<file path="src/sv/rfp_pkg.sv">
`timescale 1ns / 1ps

package rfp_pkg;

   // Frame layout: header, five data bytes, checksum.
   localparam int FRAME_LEN   = 7;
   localparam int SUM_LEN     = 6;
   localparam int BYTE_W      = 8;
   localparam int DIST_W      = 16;
   localparam int FILL_W      = 3;
   localparam int DIST_HI_POS = 4;
   localparam int DIST_LO_POS = 5;
   localparam int CHECK_POS   = 6;

   localparam logic [BYTE_W-1:0] HEADER_BYTE = 8'h5A;

   // One received byte moving from the input register to the frame engine.
   typedef struct packed {
      logic              valid;
      logic [BYTE_W-1:0] rx_byte;
   } rx_item_type;

   // Outcome of one processed byte.
   typedef struct packed {
      logic              valid;
      logic [DIST_W-1:0] distance_cm;
   } frame_result_type;

endpackage

</file>
<file path="src/sv/rfp_in_stage.sv">
`timescale 1ns / 1ps

module rfp_in_stage
   import rfp_pkg::*;
(
   input  logic              clock,
   input  logic              reset,
   input  logic              req_valid,
   output logic              req_ready,
   input  logic [BYTE_W-1:0] req_rx_byte,
   input  logic              advance,
   output rx_item_type       item
);

   logic              valid_ff;
   logic              valid_in;
   logic [BYTE_W-1:0] byte_ff;

   // The register can take a new transaction when empty or when its byte moves on.
   assign req_ready = !valid_ff || advance;
   assign valid_in  = req_ready ? req_valid : valid_ff;

   always_ff @(posedge clock) begin
      if (reset) begin
         valid_ff <= 1'b0;
      end else begin
         valid_ff <= valid_in;
      end
   end

   always_ff @(posedge clock) begin
      if (req_valid && req_ready) begin
         byte_ff <= req_rx_byte;
      end
   end

   assign item.valid   = valid_ff;
   assign item.rx_byte = byte_ff;

endmodule

</file>
<file path="src/sv/rfp_frame_engine.sv">
`timescale 1ns / 1ps

module rfp_frame_engine
   import rfp_pkg::*;
(
   input  logic             clock,
   input  logic             reset,
   input  logic             fire,
   input  rx_item_type      item,
   output frame_result_type result
);

   logic [BYTE_W-1:0] store_ff [FRAME_LEN];
   logic [BYTE_W-1:0] store_in [FRAME_LEN];
   logic [FILL_W-1:0] fill_ff;
   logic [FILL_W-1:0] fill_in;

   logic [BYTE_W-1:0] merged  [FRAME_LEN];
   logic [BYTE_W-1:0] shifted [FRAME_LEN];
   logic [BYTE_W-1:0] sum;
   logic [FILL_W-1:0] hdr_pos;
   logic              hdr_found;
   logic              full;
   logic              hit;

   // Place the byte at the fill position, then resolve the frame once it is complete.
   always_comb begin
      for (int i = 0; i < FRAME_LEN; i++) begin
         merged[i] = store_ff[i];
      end
      merged[fill_ff] = item.rx_byte;

      full = (fill_ff == FILL_W'(FRAME_LEN - 1));

      // Wrapping checksum over the header and data bytes.
      sum = '0;
      for (int k = 0; k < SUM_LEN; k++) begin
         sum = BYTE_W'(sum + store_ff[k]);
      end

      // First header byte from position one onward.
      hdr_found = 1'b0;
      hdr_pos   = '0;
      for (int p = FRAME_LEN - 1; p >= 1; p--) begin
         if (merged[p] == HEADER_BYTE) begin
            hdr_found = 1'b1;
            hdr_pos   = FILL_W'(p);
         end
      end

      // Shift the buffer down so it starts at that header byte.
      for (int i = 0; i < FRAME_LEN; i++) begin
         shifted[i] = merged[i];
         for (int p = 1; p < FRAME_LEN - i; p++) begin
            if (hdr_pos == FILL_W'(p)) begin
               shifted[i] = merged[i + p];
            end
         end
      end

      hit = 1'b0;
      for (int i = 0; i < FRAME_LEN; i++) begin
         store_in[i] = merged[i];
      end
      priority if (fill_ff == '0) begin
         // An empty buffer only takes a header byte.
         fill_in = (item.rx_byte == HEADER_BYTE) ? FILL_W'(1) : '0;
      end else if (!full) begin
         fill_in = fill_ff + FILL_W'(1);
      end else if (item.rx_byte == sum) begin
         hit     = 1'b1;
         fill_in = '0;
      end else if (hdr_found) begin
         for (int i = 0; i < FRAME_LEN; i++) begin
            store_in[i] = shifted[i];
         end
         fill_in = FILL_W'(FRAME_LEN) - hdr_pos;
      end else begin
         fill_in = '0;
      end
   end

   always_ff @(posedge clock) begin
      if (reset) begin
         fill_ff <= '0;
      end else if (fire) begin
         fill_ff <= fill_in;
      end
   end

   always_ff @(posedge clock) begin
      if (fire) begin
         for (int i = 0; i < FRAME_LEN; i++) begin
            store_ff[i] <= store_in[i];
         end
      end
   end

   assign result.valid       = fire && hit;
   assign result.distance_cm = {store_ff[DIST_HI_POS], store_ff[DIST_LO_POS]};

   // The fill count stays below a whole frame between transactions.
   assert property (@(posedge clock) disable iff (reset)
      fill_ff <= FILL_W'(FRAME_LEN - 1))
      else $error("frame fill count out of range");

   // A held partial frame always starts with the header byte.
   assert property (@(posedge clock) disable iff (reset)
      fill_ff != '0 |-> store_ff[0] == HEADER_BYTE)
      else $error("partial frame does not start with header");

   // A distance is only reported when the byte completes a frame.
   assert property (@(posedge clock) disable iff (reset)
      result.valid |-> fill_ff == FILL_W'(FRAME_LEN - 1) && item.rx_byte == sum)
      else $error("distance reported from an incomplete frame");

   // A good frame leaves the buffer empty.
   assert property (@(posedge clock) disable iff (reset)
      result.valid |=> fill_ff == '0)
      else $error("buffer not cleared after a good frame");

endmodule

</file>
<file path="src/sv/rfp_out_stage.sv">
`timescale 1ns / 1ps

module rfp_out_stage
   import rfp_pkg::*;
(
   input  logic              clock,
   input  logic              reset,
   input  frame_result_type  result,
   output logic              advance,
   output logic              rsp_valid,
   input  logic              rsp_ready,
   output logic [DIST_W-1:0] rsp_distance_cm
);

   logic              valid_ff;
   logic              valid_in;
   logic [DIST_W-1:0] dist_ff;

   // The pipeline moves whenever the result register is empty or being emptied.
   assign advance  = !valid_ff || rsp_ready;
   assign valid_in = advance ? result.valid : valid_ff;

   always_ff @(posedge clock) begin
      if (reset) begin
         valid_ff <= 1'b0;
      end else begin
         valid_ff <= valid_in;
      end
   end

   always_ff @(posedge clock) begin
      if (advance && result.valid) begin
         dist_ff <= result.distance_cm;
      end
   end

   assign rsp_valid       = valid_ff;
   assign rsp_distance_cm = dist_ff;

endmodule

</file>
<file path="src/sv/range_frame_parser_resync.sv">
`timescale 1ns / 1ps

// Rangefinder serial frame parser. Each request transaction carries one received
// byte; bytes are collected into seven-byte frames that start with the header 0x5A
// and end with an 8-bit wrapping sum of the first six bytes. A frame with a good
// checksum yields one response transaction with the big-endian distance in
// centimetres from bytes four and five; a bad frame yields nothing and the buffer
// restarts at the next header byte inside it. The block takes one byte per clock
// cycle at full rate: a byte is registered at the input, resolved against the frame
// buffer once the output register can move, and its result, if any, is captured in
// the output register at the end of that same cycle. Only a response waiting in the
// output register that is not taken stalls the input.
module range_frame_parser_resync
   import rfp_pkg::*;
(
   input  logic              clock,
   input  logic              reset,
   input  logic              req_valid,
   output logic              req_ready,
   input  logic [BYTE_W-1:0] req_rx_byte,
   output logic              rsp_valid,
   input  logic              rsp_ready,
   output logic [DIST_W-1:0] rsp_distance_cm
);

   rx_item_type      item;
   frame_result_type result;
   logic             advance;
   logic             fire;

   // A registered byte is processed when the result register can move.
   assign fire = item.valid && advance;

   rfp_in_stage u_in_stage (
      .clock       (clock),
      .reset       (reset),
      .req_valid   (req_valid),
      .req_ready   (req_ready),
      .req_rx_byte (req_rx_byte),
      .advance     (advance),
      .item        (item)
   );

   rfp_frame_engine u_frame_engine (
      .clock  (clock),
      .reset  (reset),
      .fire   (fire),
      .item   (item),
      .result (result)
   );

   rfp_out_stage u_out_stage (
      .clock           (clock),
      .reset           (reset),
      .result          (result),
      .advance         (advance),
      .rsp_valid       (rsp_valid),
      .rsp_ready       (rsp_ready),
      .rsp_distance_cm (rsp_distance_cm)
   );

endmodule

</file>
<file path="config.mk">
export PLATFORM = sky130hd
export DESIGN_NAME = range_frame_parser_resync
export DESIGN_NICKNAME = d
export VERILOG_FILES = /design/src/sv/rfp_pkg.sv /design/src/sv/rfp_in_stage.sv /design/src/sv/rfp_frame_engine.sv /design/src/sv/rfp_out_stage.sv /design/src/sv/range_frame_parser_resync.sv
export SDC_FILE = /design/constraint.sdc
export NUM_CORES = 1
export LEC_CHECK = 0
export ABC_AREA = 1
export BUFFER_PORTS_ARGS = -buffer_cell sky130_fd_sc_hd__buf_2
export CORE_MARGIN = 10
export CORE_UTILIZATION = 55
export DETAILED_ROUTE_END_ITERATION = 6
export PLACE_DENSITY = 0.72
export REMOVE_ABC_BUFFERS = 1
export SLEW_MARGIN = 20
export SYNTH_ARGS = -nofsm -noshare
export SYNTH_HDL_FRONTEND = slang
export SYNTH_SLANG_ARGS = --single-unit
</file>
<file path="constraint.sdc">
create_clock -name clock -period 14.7 [get_ports clock]
set_input_delay 1.47 -clock clock [delete_from_list [all_inputs] [get_ports clock]]
set_output_delay 1.47 -clock clock [all_outputs]
set_load 0.01 [all_outputs]
</file>
==> results.md, run 1 <==
- Outcome: finished, final reports clean
- Avg Inst Size Synth: 7.61 sq um
- Largest net degree at the start of global routing: 51
- Arrival time worst endpoint: 5.38 ns
- Yosys cell types: 41
- Synth top cells by count: nand2_1 (257), inv_1 (113), edfxtp_1 (80)
- Ant diodes: 0
- Final cell count without fillers: 1026
- ANT nets after route: 0
- Setup bufs post-CTS: 0
- TritonCTS clock tree: yes
- Setup Skew: 0.00969 ns
- Worst-path maximum fanout: 32
- Full die area: 16800 sq um
- Vias per cell: 6.05
- Crit Path Class: reg2reg
- Htree depth: 3
- Final setup vio count: 0
- Drt pass-1 iters: 6
- Crit path from: u_frame_engine.store_ff[5][2]
- CTS Hold Buffers Added: 0
- Fmax: 189 MHz
- Sum Neg Setup Slack: 0 ns
- Slew margin rel.: 34.1%
- Slew Viols, Final: 0
- Asr flop ratio synth: 0%
- # rows: 39
- Post-Place Cells: 1010
- CTS buffer count: 9
- DRC: 0
- Initial core utilization: 57.0%
- Tot GR Track Use: 25.3%
- Share of layout cells above drive strength 1: 9.29%
- Pwr dens: 79.7 nW/um^2
- EDFF count, synth: 80
- Core area: 11600 sq um
- Clock slew at reported path FFs: 0.06 ns
- Fillcell total: 1039
- Top_reg_cell synth: edfxtp_1
- Period utilization: 36.0%
- CP required: 14.78 ns
- Minimum clock period: 5.30 ns
- Via count: 6208
- Vias in the first global route: 5771
- Net count reported at finish: 926
- Synth top area share: 36.3%
- Total power draw: 562 uW
- Initial antenna violation count: 0
- First-pass GRT wire length: 32300 um
- Clock sinks: 85
- Startpoint Class: register
- Dominant cells by area after synthesis: edfxtp_1 (36%), nand2_1 (15%), fa_1 (8.2%)
- Max Cap Viol: 0
- Area leader, netlist: edfxtp_1
- Synthesized netlist cell count: 869
- YS warnings: 0
- Detailed Route WL: 21100 um
- Maximum VDD drop: 0.0530 mV
- P_leak: 0.00307 uW
- Post-Synthesis Cell Area: 6620 sq um
- Top-Level Pins: 30
- CTS resizes: 0
- Root buffer cell: clkbuf_16
- Crit end category: register
- RSZ-0062 raised after global routing: no
- Initial drt markers: 1002
- Longest Clk Path Bufs: 2
- Final hold vios: 0
- Sequential fraction of the synthesis area: 37.8%
- HP Start: u_frame_engine.store_ff[4][0]
- Die Wd: 130 um
- Synth-to-Final Area Change: 6.62%
- Die H: 130 um
- Clk_lat worst skew: 0.36 ns
- I/O Buffers: 29
- Worst-Margin Slew: 0.987 ns
- HP Class: reg2reg
- GRT Residual Overflow: 0
- Most common cell in the synthesized netlist: nand2_1
- Global placer's final weighted congestion: 0.988
- FF-to-FF Start: u_frame_engine.store_ff[5][2]
- Yosys reg bits: 85
- Wirelength per Cell: 20.5 um
- HPWL Detailed: 14800 um
state kept, by name (all words and copies together) (netlist names):
signal,flops
u_frame_engine.store_ff,56
u_out_stage.rsp_distance_cm,16
u_in_stage.byte_ff,8
u_frame_engine.fill_ff,3
u_in_stage.valid_ff,1
u_out_stage.rsp_valid,1
final timing paths:
kind | slack (ns) | endpoint | cells after the start
setup reg to reg | 9.40 | u_frame_engine.store_ff[5][1] | 17
hold / removal | 0.47 | u_out_stage.rsp_distance_cm[8] | 0
setup / recovery | 9.40 | u_frame_engine.store_ff[5][1] | 17
hold reg to reg | 0.47 | u_out_stage.rsp_distance_cm[8] | 0
critical path, stage by stage (launching register included):
cell and delay, ns:
edfxtp_1 0.45, fa_1 0.56, inv_1 0.06, fa_1 0.55, fa_1 0.41, inv_1 0.07, ha_1 0.16, inv_1 0.07
fa_1 0.49, xnor2_1 0.14, nor4_1 0.47, nand3_1 0.12, nor2_1 0.19, nand4_1 0.23, nand2_2 0.65, nor2_4 0.20
nand2_1 0.10, o21ai_0 0.08
per-stage QoR:
stage                     area, sq um  utilization [%]  setup WS [ns]  hold slack, ns
after global placement           6770             58.3           9.72           0.435
after CTS                        7050             60.7           9.52           0.467
after detailed placement         6770             58.3           9.52           0.453
after global routing             7050             60.7           9.08           0.472
final                            7050             60.7           9.40           0.473
after floorplan                  6420                -           9.65           0.426
cells in the final DEF, fill, tap and decap left out, drive strengths merged:
master and instances:
nand2 263, inv 120, o21ai 81, edfxtp 80
nor2 73, nand3 59, a21oi 50, buf 32
fa 27, o211ai 14, clkbuf 12, o22ai 11
xor2 9, ha 9, nand4 7, xnor2 7
dfxtp 5, clkinv 4, a21boi 4, nor4 3
nand3b 2, o21bai 2, o221ai 2, nor3 2
o21ba 1, nand2b 1, or2 1, o21a 1
clkinvlp 1
final cells by class:
type	instances	area, sq um	area share, %
multi-input combinational	629	3470	49.2
timing repair buffer	32	168	2.38
inverter	121	455	6.46
clock inverter	4	22.5	0.319
sequential	85	2500	35.5
clock buffer	12	256	3.64
tap	143	179	2.54
layer usage:
layer | share of wire (%) | track usage (%) | vias up | wire, um
li1 | - | - | 2865 | -
met1 | 41 | 34.7 | 2878 | 8700
met2 | 44 | 37.9 | 413 | 9280
met3 | 12 | 6.44 | 52 | 2510
met4 | 2.7 | 8.86 | 0 | 564
met5 | 0 | 0 | - | 0
kinds of logic (layout without fill, tap and decap cells):
kind of cell               after synthesis  count (layout)  share of synthesized area [%]
xor gates and xnor gates                16              16                           2.12
AOI/OAI and AO/OA                      166             166                           13.9
and+or+nand+nor                        411             411                           26.5
adders and majority gates               36              36                           9.87
buffers and inverters                  155             169                           9.80
DFF                                     85              85                           37.8
report_power, final:
part	switching (uW)	internal, uW
Clock	97.2	123
Combinational	42.0	26.2
Sequential	5.58	268
Total	145	417
Power figures use the tool's default switching activity.
==> run 2, diff against run 1 <==
--- a/config.mk
+++ b/config.mk
@@ -5,12 +5,12 @@
 export SDC_FILE = /design/constraint.sdc
 export NUM_CORES = 1
 export LEC_CHECK = 0
-export ABC_AREA = 1
+export ABC_AREA = 0
 export BUFFER_PORTS_ARGS = -buffer_cell sky130_fd_sc_hd__buf_2
 export CORE_MARGIN = 10
 export CORE_UTILIZATION = 55
 export DETAILED_ROUTE_END_ITERATION = 6
-export PLACE_DENSITY = 0.72
+export PLACE_DENSITY = 0.76
 export REMOVE_ABC_BUFFERS = 1
 export SLEW_MARGIN = 20
 export SYNTH_ARGS = -nofsm -noshare
==> constraint.sdc (replaced) <==
create_clock -name clock -period 4.4 [get_ports clock]
set_input_delay 0.44 -clock clock [delete_from_list [all_inputs] [get_ports clock]]
set_output_delay 0.44 -clock clock [all_outputs]
set_load 0.01 [all_outputs]
==> run 2 against run 1 <==
Worst setup slack got worse by 9.4 ns. Flip-flop and latch count unchanged. Count of clock-buffer cells in the layout decreased by 3. Largest cell class unchanged. Global-route usage down 0.78 points. Utilization is 5.6 points higher. Cell count down 21%. Wire length fell by 3.1%.
==> results.md, run 2 <==
- Outcome: finished, final reports clean
- Startpoint Class: register
- Clock sinks: 85 (unchanged)
- Clk_lat worst skew: 0.39 ns (+0.03 ns)
- Top-Level Pins: 30 (unchanged)
- Top_reg_cell synth: edfxtp_1
- Dominant cells by area after synthesis: edfxtp_1 (39%), fa_1 (8.8%), mux2i_1 (6.4%)
- Maximum VDD drop: 0.149 mV (+180%)
- Asr flop ratio synth: 0% (unchanged)
- HPWL Detailed: 13900 um (-6.1%)
- Crit path depth: 16 (-1)
- Full die area: 15700 sq um (-6.5%)
- Post-Place Cells: 783 (-22%)
- Largest delay contributor family on the critical path: adder cells
- Critical Path, Cell by Cell: fa_1 > inv_2 > fa_1 > fa_1 > inv_1 > ha_2 > inv_2 > fa_2 > nand2b_4 > a21oi_4 > xnor2_2 > nor4_4 > a211o_4 > buf_12 > buf_12 > o31a_1
- Global placer's final weighted congestion: 1.03 (+4.5%)
- Final cell count without fillers: 815 (-21%)
- Setup Skew: 0.0135 ns (+0.00385 ns)
- Sequential fraction of the synthesis area: 41.0% (+3.1 points)
- Initial core utilization: 56.3% (-0.61 points)
- RSZ-0062 raised after global routing: yes
- First-pass GRT wire length: 30400 um (-5.7%)
- Area leader, netlist: edfxtp_1
- Period utilization: 99.9% (+64 points)
- Clock slew at reported path FFs: 0.09 ns (+0.03 ns)
- Crit end category: register
- Worst-path maximum fanout: 8 (-75%)
- Synth top cells by count: edfxtp_1 (80), nand2_1 (56), inv_1 (50)
- Most frequent cells in the layout: edfxtp_1 (80), nand2_1 (54), inv_1 (48), buf_4 (48), nor2_1 (45)
- Worst path bufs/invs: 5 (+2)
- Avg Inst Size Synth: 10.0 sq um (+32%)
- I/O Buffers: 29 (unchanged)
- Initial antenna violation count: 0 (unchanged)
- Mux cell area share after synthesis: 6.76% (+6.8 points)
- Adder-cell share of the synthesized area: 10.7% (+0.82 points)
- Htree depth: 3 (unchanged)
- ANT nets after route: 0 (unchanged)
- Reg2reg setup slack: 0.005 ns (-9.40 ns)
- Synth-to-Final Area Change: 17.7%
- Most common cell in the synthesized netlist: edfxtp_1
- Minimum clock period: 4.39 ns (-0.901 ns)
- Pwr dens: 238 nW/um^2 (+200%)
- # rows: 38 (-2.6%)
- Total power draw: 1710 uW (+200%)
- Worst-Margin Slew: 0.953 ns (-0.0341 ns)
- Crit Path Class: reg2reg
- Synth top area share: 39.3% (+3.0 points)
- Yosys cell types: 60 (+46%)
- Die H: 125 um (-3.3%)
- P_leak: 0.00272 uW (-11%)
- Longest Clk Path Bufs: 2 (unchanged)
- Cell Area, Placed: 6650 sq um (-1.9%)
- Crit path from: u_frame_engine.store_ff[4][2]
- Finished Cell Area: 7190 sq um (+1.9%)
- Synth Area in Simple Gates: 15.5% (-11 points)
- TritonCTS clock tree: yes
- FF-to-FF End: u_frame_engine.store_ff[1][7]
- Switching power: 500 uW (+250%)
- Reg with most FFs: u_frame_engine.store_ff
- Seq pwr share: 53.6% (+4.9 points)
- Arrival time worst endpoint: 4.54 ns (-0.84 ns)
- Int Power: 1210 uW (+190%)
- Comb power frac: 14.6% (+2.5 points)
- Share of layout cells above drive strength 1: 21.8% (+12 points)
- Fin worst setup slack: 0.00527 ns (-9.40 ns)
- Slew Viols, Final: 0 (unchanged)
- EDFF count, synth: 80 (unchanged)
- FF-to-FF Start: u_frame_engine.store_ff[4][2]
- Vias in the first global route: 5256 (-8.9%)
- DRC: 0 (unchanged)
- Critical Path Sink: u_frame_engine.store_ff[1][7]
- Slew margin rel.: 36.5% (+2.4 points)
- Max Cap Viol: 0 (unchanged)
- Synth Area in Compound Gates: 17.2% (+3.3 points)
- Via count: 5522 (-11%)
- Tot GR Track Use: 24.5% (-0.78 points)
- Final hold vios: 0 (unchanged)
- Post-synthesis xor/xnor area fraction: 3.09% (+0.97 points)
- CTS buffer count: 9 (unchanged)
- Net count reported at finish: 718 (-22%)
- Clock power frac: 31.8% (-7.4 points)
- Core area: 10800 sq um (-6.7%)
- Slowest stage delay, CP: 0.56 ns (-0.09 ns)
- Root buffer cell: clkbuf_8
- Die Wd: 125 um (-3.3%)
- Switching power share of the total: 29.2% (+3.5 points)
- Largest net degree at the start of global routing: 36 (-29%)
- Slowest stage cell, crit path: fa_1
- Max reg flops: 56 (unchanged)
- CP required: 4.54 ns (-10.24 ns)
- Post-Synthesis Cell Area: 6110 sq um (-7.7%)
- Dpl ws: -0.253 ns (-9.77 ns)
- Final setup vio count: 0 (unchanged)
- Detailed Route WL: 20400 um (-3.1%)
- Fmax: 228 MHz (+21%)
- HP Class: in2reg
- Fillcell total: 853 (-18%)
- Ant diodes: 0 (unchanged)
- Drt pass-1 iters: 6 (unchanged)
- Initial drt markers: 1022 (+2.0%)
- Vias per cell: 6.78 (+12%)
- GRT Residual Overflow: 0 (unchanged)
- Largest family of logic cells by synthesized area: compound AO/OA/AOI/OAI gates
- Commonest non-fill, non-tap cell in the layout: edfxtp_1
- Yosys reg bits: 85 (unchanged)
- Cell mode on critical path: fa_1
- Wirelength per Cell: 25.0 um (+22%)
- YS warnings: 0 (unchanged)
- Synthesized netlist cell count: 609 (-30%)
- R2R cell count: 16 (-1)
## run 2: cell count changes after synthesis, sizes merged, moves of 23 or more
| cell | change |
|---|---|
| inv | -70 |
| mux2i | +39 |
| nand3 | -46 |
| nor2 | -27 |
| clkbuf | +23 |
| o21ai | -62 |
| nand2 | -206 |
## run 2: cells by family (layout without fill, tap and decap cells)
logic type / after synthesis / in the layout
buffers and inverters: 92 / 158
flip-flops: 85 / 85
AND/OR/NAND/NOR: 180 / 180
XOR/XNOR: 20 / 20
multiplexers: 41 / 41
AO/OA/AOI/OAI: 155 / 155
adder cells (fa/ha/maj): 36 / 36
## run 2: worst register-to-register path, delay by kind of cell, from the launching register on
| family | cells | cell delay (ns) |
|---|---|---|
| adders and majority gates | 5 | 2.04 |
| and+or+nand+nor | 2 | 0.25 |
| DFF | 1 | 0.44 |
| xor gates and xnor gates | 1 | 0.17 |
| buffers and inverters | 5 | 0.45 |
| AOI/OAI and AO/OA | 3 | 0.81 |
## run 2: area by class of cell
type / instances / area (sq um) / share of cell area [%]
multi-input cells: 432 / 3400 / 47.3
repair buffers: 91 / 744 / 10.4
clock buffers: 9 / 124 / 1.72
flip-flops and latches: 85 / 2500 / 34.8
well taps: 140 / 175 / 2.44
clock inverters: 7 / 51.3 / 0.714
inverters: 51 / 191 / 2.66
## run 2: worst min-delay path by stage
stage	slack (ns)	from	end	cells past startpoint
floorplan	0.44	u_frame_engine.store_ff[4][0]	u_out_stage.rsp_distance_cm[8]	0
global placement	0.49	u_in_stage.valid_ff	u_in_stage.valid_ff	2
detailed placement	0.52	u_in_stage.valid_ff	u_in_stage.valid_ff	2
CTS	0.22	req_rx_byte[5]	u_in_stage.byte_ff[5]	1
global route	0.23	req_rx_byte[3]	u_in_stage.byte_ff[3]	1
finish	0.23	req_rx_byte[5]	u_in_stage.byte_ff[5]	1
## run 2: metal layers
metal / share of wire (%) / track usage (%) / vias to the layer above
li1: - / - / 2344
met1: 39 / 31.8 / 2638
met2: 45 / 37.7 / 453
met3: 11 / 5.32 / 87
met4: 4.8 / 12.4 / 0
met5: 0 / 0 / -
## run 2: power groups by stage
stage          clock [uW]  sequential [uW]  combinational [uW]
6_report              543              917                 250
5_1_grt               569              918                 267
4_1_cts               536              916                 238
3_5_place_dp            0              934                 207
3_3_place_gp            0              934                 199
2_1_floorplan           0              931                 140
## run 2: metrics by stage
stage                     hold slack (ns)  setup TNS, ns  utilization (%)
after floorplan                     0.442         -15.03                -
after global placement              0.490         -0.600             61.3
after detailed placement            0.519          -3.58             61.3
after CTS                           0.224       -0.00979             65.1
after global routing                0.230          -1.79             66.3
final                               0.227              0             66.3
## run 2: what timing repair did
action,in CTS,in global routing
gates resized for setup,17,25
endpoints found under the setup margin,34,61
setup buffers,13,1
gates cloned,2,1
pin swaps,14,11
hold buffers,0,0
